**src/rtl/sdfp_pkg.sv**
```systemverilog
// shared types and constants of the station directory frame parser
`default_nettype none

package sdfp_pkg;

	localparam int unsigned BYTE_W  = 8;
	localparam int unsigned VALUE_W = 32;
	localparam int unsigned KIND_W  = 4;
	localparam int unsigned ACCUM_W = 24;

	localparam logic [KIND_W-1:0] K_TYPE       = 4'd0;
	localparam logic [KIND_W-1:0] K_SNAME_LEN  = 4'd1;
	localparam logic [KIND_W-1:0] K_SNAME_BYTE = 4'd2;
	localparam logic [KIND_W-1:0] K_DESC_LEN   = 4'd3;
	localparam logic [KIND_W-1:0] K_DESC_BYTE  = 4'd4;
	localparam logic [KIND_W-1:0] K_COUNT      = 4'd5;
	localparam logic [KIND_W-1:0] K_ST_NUM     = 4'd6;
	localparam logic [KIND_W-1:0] K_ST_LEN     = 4'd7;
	localparam logic [KIND_W-1:0] K_ST_BYTE    = 4'd8;
	localparam logic [KIND_W-1:0] K_MCAST      = 4'd9;
	localparam logic [KIND_W-1:0] K_DPORT      = 4'd10;
	localparam logic [KIND_W-1:0] K_IPORT      = 4'd11;
	localparam logic [KIND_W-1:0] K_RATE       = 4'd12;

	localparam logic [BYTE_W-1:0] WORD_BYTES = 8'd4;
	localparam logic [BYTE_W-1:0] HALF_BYTES = 8'd2;

	typedef struct packed {
		logic [KIND_W-1:0]  kind;
		logic [VALUE_W-1:0] value;
		logic [BYTE_W-1:0]  index;
		logic               done;
	} sdfp_result_t;

endpackage

`default_nettype wire

```
**src/rtl/sdfp_front.sv**
```systemverilog
// front end: byte classification, field accumulation and result generation
`default_nettype none

module sdfp_front
	import sdfp_pkg::*;
(
	input  wire logic               clk,
	input  wire logic               arst_n,
	input  wire logic               byte_valid,
	input  wire logic [BYTE_W-1:0]  in_byte,
	output logic                    res_valid,
	output sdfp_result_t            res
);

	typedef enum logic [3:0] {
		PH_TYPE      = 4'd0,
		PH_SNAME_LEN = 4'd1,
		PH_SNAME     = 4'd2,
		PH_DESC_LEN  = 4'd3,
		PH_DESC      = 4'd4,
		PH_COUNT     = 4'd5,
		PH_ST_NUM    = 4'd6,
		PH_ST_LEN    = 4'd7,
		PH_ST_NAME   = 4'd8,
		PH_MCAST     = 4'd9,
		PH_DPORT     = 4'd10,
		PH_IPORT     = 4'd11,
		PH_RATE      = 4'd12
	} phase_t;

	phase_t              phase_q, phase_n;
	logic [BYTE_W-1:0]   bytes_left_q, bytes_left_n;
	logic [ACCUM_W-1:0]  accum_q, accum_n;
	logic [BYTE_W-1:0]   station_q, station_n;
	logic [BYTE_W-1:0]   total_q, total_n;
	logic [BYTE_W-1:0]   dec;
	logic [BYTE_W-1:0]   station_inc;
	logic [VALUE_W-1:0]  full;
	logic [VALUE_W-1:0]  byte_ext;
	logic                emit;

	assign dec         = bytes_left_q - 8'd1;
	assign station_inc = station_q + 8'd1;
	assign full        = {accum_q, in_byte};
	assign byte_ext    = {{(VALUE_W-BYTE_W){1'b0}}, in_byte};

	always_comb begin
		phase_n      = phase_q;
		bytes_left_n = bytes_left_q;
		accum_n      = accum_q;
		station_n    = station_q;
		total_n      = total_q;
		emit         = 1'b1;
		res.kind     = K_TYPE;
		res.value    = byte_ext;
		res.index    = '0;
		res.done     = 1'b0;
		unique case (phase_q)
			PH_SNAME_LEN: begin
				res.kind     = K_SNAME_LEN;
				bytes_left_n = in_byte;
				phase_n      = (in_byte == 8'd0) ? PH_DESC_LEN : PH_SNAME;
			end
			PH_SNAME: begin
				res.kind     = K_SNAME_BYTE;
				bytes_left_n = dec;
				if (dec == 8'd0) phase_n = PH_DESC_LEN;
			end
			PH_DESC_LEN: begin
				res.kind     = K_DESC_LEN;
				bytes_left_n = in_byte;
				phase_n      = (in_byte == 8'd0) ? PH_COUNT : PH_DESC;
			end
			PH_DESC: begin
				res.kind     = K_DESC_BYTE;
				bytes_left_n = dec;
				if (dec == 8'd0) phase_n = PH_COUNT;
			end
			PH_COUNT: begin
				res.kind  = K_COUNT;
				res.done  = (in_byte == 8'd0);
				total_n   = in_byte;
				station_n = '0;
				phase_n   = (in_byte == 8'd0) ? PH_TYPE : PH_ST_NUM;
			end
			PH_ST_NUM: begin
				res.kind  = K_ST_NUM;
				res.index = station_q;
				phase_n   = PH_ST_LEN;
			end
			PH_ST_LEN: begin
				res.kind  = K_ST_LEN;
				res.index = station_q;
				if (in_byte == 8'd0) begin
					phase_n      = PH_MCAST;
					bytes_left_n = WORD_BYTES;
					accum_n      = '0;
				end else begin
					phase_n      = PH_ST_NAME;
					bytes_left_n = in_byte;
				end
			end
			PH_ST_NAME: begin
				res.kind     = K_ST_BYTE;
				res.index    = station_q;
				bytes_left_n = dec;
				if (dec == 8'd0) begin
					phase_n      = PH_MCAST;
					bytes_left_n = WORD_BYTES;
					accum_n      = '0;
				end
			end
			PH_MCAST, PH_DPORT, PH_IPORT, PH_RATE: begin
				res.index = station_q;
				res.value = full;
				if (bytes_left_q > 8'd1) begin
					emit         = 1'b0;
					accum_n      = {accum_q[ACCUM_W-BYTE_W-1:0], in_byte};
					bytes_left_n = dec;
				end else begin
					accum_n = '0;
					if (phase_q == PH_MCAST) begin
						res.kind     = K_MCAST;
						phase_n      = PH_DPORT;
						bytes_left_n = HALF_BYTES;
					end else if (phase_q == PH_DPORT) begin
						res.kind     = K_DPORT;
						res.value    = {16'd0, full[15:0]};
						phase_n      = PH_IPORT;
						bytes_left_n = HALF_BYTES;
					end else if (phase_q == PH_IPORT) begin
						res.kind     = K_IPORT;
						res.value    = {16'd0, full[15:0]};
						phase_n      = PH_RATE;
						bytes_left_n = WORD_BYTES;
					end else begin
						res.kind     = K_RATE;
						station_n    = station_inc;
						bytes_left_n = '0;
						res.done     = (station_inc == total_q);
						phase_n      = (station_inc == total_q) ? PH_TYPE : PH_ST_NUM;
					end
				end
			end
			default: begin
				res.kind     = K_TYPE;
				bytes_left_n = '0;
				accum_n      = '0;
				station_n    = '0;
				total_n      = '0;
				phase_n      = PH_SNAME_LEN;
			end
		endcase
	end

	assign res_valid = byte_valid && emit;

	always_ff @(posedge clk or negedge arst_n) begin
		if (!arst_n) begin
			phase_q      <= PH_TYPE;
			bytes_left_q <= '0;
			accum_q      <= '0;
			station_q    <= '0;
			total_q      <= '0;
		end else if (byte_valid) begin
			phase_q      <= phase_n;
			bytes_left_q <= bytes_left_n;
			accum_q      <= accum_n;
			station_q    <= station_n;
			total_q      <= total_n;
		end
	end

endmodule

`default_nettype wire

```
**src/rtl/sdfp_queue.sv**
```systemverilog
// short result queue between the front and back ends
`default_nettype none

module sdfp_queue
	import sdfp_pkg::*;
#(
	parameter int unsigned DEPTH = 4
) (
	input  wire logic          clk,
	input  wire logic          arst_n,
	input  wire logic          push,
	input  wire sdfp_result_t  push_data,
	output logic               full,
	input  wire logic          pop,
	output sdfp_result_t       pop_data,
	output logic               empty
);

	localparam int unsigned PTR_W = (DEPTH > 1) ? $clog2(DEPTH) : 1;
	localparam int unsigned CNT_W = $clog2(DEPTH + 1);
	localparam logic [PTR_W-1:0] LAST_PTR = PTR_W'(DEPTH - 1);
	localparam logic [CNT_W-1:0] FULL_CNT = CNT_W'(DEPTH);

	sdfp_result_t      entry_q [DEPTH];
	logic [PTR_W-1:0]  wr_ptr_q, rd_ptr_q;
	logic [CNT_W-1:0]  count_q;
	logic              do_push, do_pop;

	assign full     = (count_q == FULL_CNT);
	assign empty    = (count_q == '0);
	assign do_push  = push && !full;
	assign do_pop   = pop && !empty;
	assign pop_data = entry_q[rd_ptr_q];

	always_ff @(posedge clk) begin
		if (do_push) entry_q[wr_ptr_q] <= push_data;
	end

	always_ff @(posedge clk or negedge arst_n) begin
		if (!arst_n) begin
			wr_ptr_q <= '0;
			rd_ptr_q <= '0;
			count_q  <= '0;
		end else begin
			if (do_push) wr_ptr_q <= (wr_ptr_q == LAST_PTR) ? '0 : wr_ptr_q + 1'b1;
			if (do_pop) rd_ptr_q <= (rd_ptr_q == LAST_PTR) ? '0 : rd_ptr_q + 1'b1;
			if (do_push && !do_pop) count_q <= count_q + 1'b1;
			else if (do_pop && !do_push) count_q <= count_q - 1'b1;
		end
	end

endmodule

`default_nettype wire

```
**src/rtl/sdfp_back.sv**
```systemverilog
// back end: output register that drives the result stream
`default_nettype none

module sdfp_back
	import sdfp_pkg::*;
(
	input  wire logic                        clk,
	input  wire logic                        arst_n,
	input  wire logic                        q_empty,
	input  wire sdfp_result_t                q_data,
	output logic                             q_pop,
	output logic                             m_axis_tvalid,
	input  wire logic                        m_axis_tready,
	output logic [VALUE_W+BYTE_W-1:0]        m_axis_tdata,
	output logic [KIND_W-1:0]                m_axis_tuser,
	output logic                             m_axis_tlast
);

	sdfp_result_t out_q;
	logic         valid_q;
	logic         load;

	assign load  = !valid_q || m_axis_tready;
	assign q_pop = load && !q_empty;

	always_ff @(posedge clk or negedge arst_n) begin
		if (!arst_n) begin
			valid_q <= 1'b0;
		end else if (load) begin
			valid_q <= !q_empty;
		end
	end

	always_ff @(posedge clk) begin
		if (q_pop) out_q <= q_data;
	end

	assign m_axis_tvalid = valid_q;
	assign m_axis_tdata  = {out_q.index, out_q.value};
	assign m_axis_tuser  = out_q.kind;
	assign m_axis_tlast  = out_q.done;

endmodule

`default_nettype wire

```
**src/rtl/station_directory_frame_parser.sv**
```systemverilog
// top level of the station directory frame parser
//
// channel   direction  tdata                                   tuser        tlast
// s_axis    in         [7:0] in_byte                           -            -
// m_axis    out        [31:0] field_value, [39:32] station_idx [3:0] kind    message_done
//
// one byte per cycle sustained while the result queue has room; the front end advances its parse state on
// every accepted byte, so a byte may follow in the very next cycle
// a result is registered in a queue entry and then in the back end output register before it reaches m_axis
// s_axis stalls only while the result queue is full; bytes that only feed
// the accumulator need no queue space but are held back with the rest
// asynchronous active-low reset returns the parser to awaiting a type byte
`default_nettype none

module station_directory_frame_parser
	import sdfp_pkg::*;
#(
	parameter int unsigned QUEUE_DEPTH = 4
) (
	input  wire logic                        clk,
	input  wire logic                        arst_n,
	input  wire logic                        s_axis_tvalid,
	output logic                             s_axis_tready,
	input  wire logic [BYTE_W-1:0]           s_axis_tdata,   // [7:0] in_byte
	output logic                             m_axis_tvalid,
	input  wire logic                        m_axis_tready,
	output logic [VALUE_W+BYTE_W-1:0]        m_axis_tdata,   // [31:0] field_value, [39:32] station_index
	output logic [KIND_W-1:0]                m_axis_tuser,   // [3:0] field_kind
	output logic                             m_axis_tlast
);

	logic         q_full, q_empty, q_pop;
	logic         res_valid;
	logic         byte_accept;
	sdfp_result_t res;
	sdfp_result_t q_data;

	assign s_axis_tready = !q_full;
	assign byte_accept   = s_axis_tvalid && s_axis_tready;

	sdfp_front u_front (
		.clk        (clk),
		.arst_n     (arst_n),
		.byte_valid (byte_accept),
		.in_byte    (s_axis_tdata),
		.res_valid  (res_valid),
		.res        (res)
	);

	sdfp_queue #(
		.DEPTH (QUEUE_DEPTH)
	) u_queue (
		.clk       (clk),
		.arst_n    (arst_n),
		.push      (res_valid),
		.push_data (res),
		.full      (q_full),
		.pop       (q_pop),
		.pop_data  (q_data),
		.empty     (q_empty)
	);

	sdfp_back u_back (
		.clk           (clk),
		.arst_n        (arst_n),
		.q_empty       (q_empty),
		.q_data        (q_data),
		.q_pop         (q_pop),
		.m_axis_tvalid (m_axis_tvalid),
		.m_axis_tready (m_axis_tready),
		.m_axis_tdata  (m_axis_tdata),
		.m_axis_tuser  (m_axis_tuser),
		.m_axis_tlast  (m_axis_tlast)
	);

endmodule

`default_nettype wire
```
**config.mk**
```make
export PLATFORM = sky130hd
export DESIGN_NAME = station_directory_frame_parser
export DESIGN_NICKNAME = d
export VERILOG_FILES = /design/src/rtl/sdfp_pkg.sv /design/src/rtl/sdfp_front.sv /design/src/rtl/sdfp_queue.sv /design/src/rtl/sdfp_back.sv /design/src/rtl/station_directory_frame_parser.sv
export SDC_FILE = /design/constraint.sdc
export NUM_CORES = 1
export LEC_CHECK = 0
export BUFFER_PORTS_ARGS = -buffer_cell sky130_fd_sc_hd__buf_2
export CAP_MARGIN = 20
export CORE_ASPECT_RATIO = 0.9
export CORE_MARGIN = 2
export CORE_UTILIZATION = 25
export CTS_CLUSTER_DIAMETER = 60
export DETAILED_ROUTE_END_ITERATION = 12
export SYNTH_ARGS = -nofsm -noshare
export SYNTH_HDL_FRONTEND = slang
export SYNTH_HIERARCHICAL = 1
export SYNTH_SLANG_ARGS = --single-unit
```
**constraint.sdc**
```tcl
create_clock -name clk -period 3.36 [get_ports clk]
set_input_delay 0.672 -clock clk [delete_from_list [all_inputs] [get_ports clk]]
set_output_delay 0.672 -clock clk [all_outputs]
set_load 0.005 [all_outputs]
```
==> impl_metrics.csv <==
group,metric,value,unit
yosys,synth.distinct_cells,67,
global_routing,busiest_layer,"met2",
clocking,postCtsHoldBufs,0,
yosys,synth.area.top_cells,"edfxtp_1 (57%), dfrtp_1 (13%), mux4_2 (8.5%)",
power,power.total,0.0122,W
yosys,syn_area_per_cell,16.0,um2
global_routing,grt_usage,9.85,%
floorplan,die_h,211,um
critical_path,cp-start-kind,"register",
critical_path,critical_path_class,"register to register",
flow_run,drv_cap,0,
global_routing,use_met2,15.8,%
clocking,htree_levels,1,
layout,final_nets,838,
sta,tns,0,ns
floorplan,start_util,25.4,%
yosys,netlist_instances,744,
min_path,hp-class,"input port to asynchronous set/reset pin",
yosys,yosysWarnings,6,
yosys,synth-simple-area-share,7.82,%
critical_path,required,3.83,ns
critical_path,worstSetupStartpoint,"u_front/bytes_left_q[4]",
drt,via_count,6428,
drt,drcViolationCount,0,
sta,skew,0.0117,ns
layout,drive_gt1_share,26.2,%
placement,port_buffers,58,
sta,holdWs,0.184,ns
placement,place_area,13000,um2
power,ir_drop,0.361,mV
yosys,yosysSeqAreaShare,69.4,%
yosys,synthMuxAreaShare,9.13,%
floorplan,die_x,234,um
drt,dr.pass1.iters,5,
sta,timing.final.crit_period,3.13,ns
sta,fmax,320,MHz
yosys,syn_area,11900,um2
drt,via_per_inst,4.41,
yosys,synth_ff_type,"edfxtp_1",
clocking,clock-sinks,285,
drt,drt_wl_total,24500,um
yosys,yosysTopAreaCell,"edfxtp_1",
critical_path,r2r_slack,0.23,ns
sta,hold_violations,0,
global_routing,grtUsageMet3,2.23,%
placement,dp_hpwl,15600,um
clocking,cts-resized-gates,0,
sta,setup_viol,0,
yosys,synth_top_family_by_area,"multiplexers",
global_routing,antenna_found_initial,6,
drt,first_iter_violations,457,
drt,wl_per_cell,16.8,um
sta,slew_violations,0,
yosys,synth_xor_area_share,1.51,%
sta,period_share,93.1,%
clocking,clockRootBuffer,"clkbuf_16",
sta,worstMarginPinSlew,1.03,ns
critical_path,cp-endpoint,"u_queue/count_q[2]",
critical_path,end_kind,"register",
clocking,cts_buffer_depth,3,
clocking,clk_pin_slew_worst_paths,0.06,ns
placement,gp_congestion,0.847,
floorplan,rows,75,
floorplan,dieArea,49400,um2
clocking,post-cts-setup-buffer-count,0,
critical_path,worstPathArrival,3.60,ns
yosys,syn-num-nets,767,
floorplan,coreArea,46800,um2
global_routing,overflow,0,
critical_path,reg2reg_depth,10,
power,power_leakage,4.89,nW
yosys,synth-seq-cells,285,
sta,slew_headroom,30.7,%
layout,layout_commonest_cell,"edfxtp_1",
status,outcome,"finished clean",
layout,area_delta_synth_final,17.5,%
sta,rsz0062_at_grt,"no",
global_routing,grt_pass1_vias,6480,
power,power_density,874,nW/um2
yosys,synth_edf_count,225,
clocking,cts_tree,"done",
drt,ant_nets,0,
yosys,synth_fa_ha_area_share,1.30,%
clocking,insertion_delay,0.55,ns
yosys,synth-compound-area-share,8.14,%
yosys,synthArstFlopShare,21.1,%
global_routing,grt_pass1_wl,38000,um
critical_path,cp_max_fo,7,
clocking,cts_buffers,31,
critical_path,timing.rr.start,"u_front/bytes_left_q[4]",
critical_path,rr_endpoint,"u_queue/count_q[2]",
global_routing,grt_max_degree,46,
layout,final_cell_mix,"edfxtp_1 (225), nand2_1 (61), buf_2 (58), dfrtp_1 (58), o21ai_0 (57)",
layout,design_area,14000,um2
global_routing,met1_usage,13.6,%
yosys,netlist.area_leader.share,56.8,%
floorplan,ios,59,
-- how the worst min path moves through the flow --
stage,endpoint,slack (ns),depth (start not counted)
floorplan,u_back/m_axis_tvalid,0.38,0
global placement,u_front/accum_q[16],0.49,2
detailed placement,u_front/total_q[1],0.50,2
CTS,u_front/station_q[6],0.19,1
global route,u_front/total_q[7],0.23,1
finish,u_front/station_q[7],0.18,1
-- Yosys cell counts, types with 3 or more instances --
| library cell | instances |
|---|---|
| ha_1 | 10 |
| buf_2 | 7 |
| nand3_1 | 7 |
| nand2_1 | 61 |
| dfrtp_1 | 60 |
| inv_1 | 16 |
| o21ai_0 | 57 |
| nand2b_1 | 4 |
| clkbuf_1 | 19 |
| and2_1 | 31 |
| or3_1 | 3 |
| buf_6 | 3 |
| o31ai_1 | 6 |
| a21oi_1 | 13 |
| a32oi_1 | 3 |
| nor2_1 | 28 |
| buf_4 | 9 |
| o21ai_1 | 4 |
| and3_1 | 7 |
| nor2b_1 | 16 |
| nor3_1 | 7 |
| edfxtp_1 | 225 |
| mux4_2 | 45 |
| o21ai_2 | 22 |
| xor2_1 | 5 |
| a22o_1 | 4 |
| xnor2_1 | 13 |
| a41o_1 | 3 |
-- metal layers --
metal / share of wire, % / up-vias
met2: 47 / 148
met1: 45 / 3231
met3: 5.5 / 42
met5: 0.26 / -
li1: - / 2997
met4: 1.8 / 10
-- cell families after synthesis --
kind of cell / Yosys count
compound gates: 140
xor+xnor: 19
fa+ha+maj: 12
buf+inv: 59
flops: 285
mux: 51
simple gates: 178
-- worst max-delay path, stage by stage (launching register included) --
cell,delay [ns]
dfrtp_1,0.45
or4_4,0.58
or4_4,0.56
a21oi_4,0.17
nor2b_1,0.20
ha_1,0.21
inv_1,0.06
fa_1,0.37
xor2_1,0.17
nor2_1,0.12
xor2_1,0.15
-- metrics by stage --
step | instances | setup slack [ns] | utilization (%)
after floorplan | 744 | 0.241 | -
after global placement | 1398 | 0.267 | 27.7
after detailed placement | 1398 | 0.258 | 27.7
after CTS | 1456 | 0.236 | 29.9
after global routing | 1457 | 0.120 | 29.9
final | 1457 | 0.232 | 29.9
-- power breakdown --
part	switching (W)	internal [W]	total, W
Combinational	0.00194	0.00154	0.00347
Clock	0.00135	0.00201	0.00336
Sequential	0.000452	0.00493	0.00538
Total	0.00374	0.00848	0.0122
-- area by class of cell --
cell class	count	area, um2
clock buffer	47	866
multi-input combinational	400	3340
clock inverter	11	150
antenna	1	2.50
timing repair buffer	81	538
fill	4586	32800
tap	616	771
sequential	285	8260
inverter	16	60.1
-- registers in the layout, summed over array words and instances (netlist names) --
name                  flops
u_back/m_axis_tdata      40
u_front/station_q         8
u_back/m_axis_tlast       1
u_back/m_axis_tuser       4
u_front/phase_q           4
u_queue/count_q           3
u_queue/rd_ptr_q          2
u_queue/entry_q         180
u_queue/wr_ptr_q          2
u_front/total_q           8
u_front/bytes_left_q      8
u_back/m_axis_tvalid      1
u_front/accum_q          24
(Power assumes the default switching activity.)
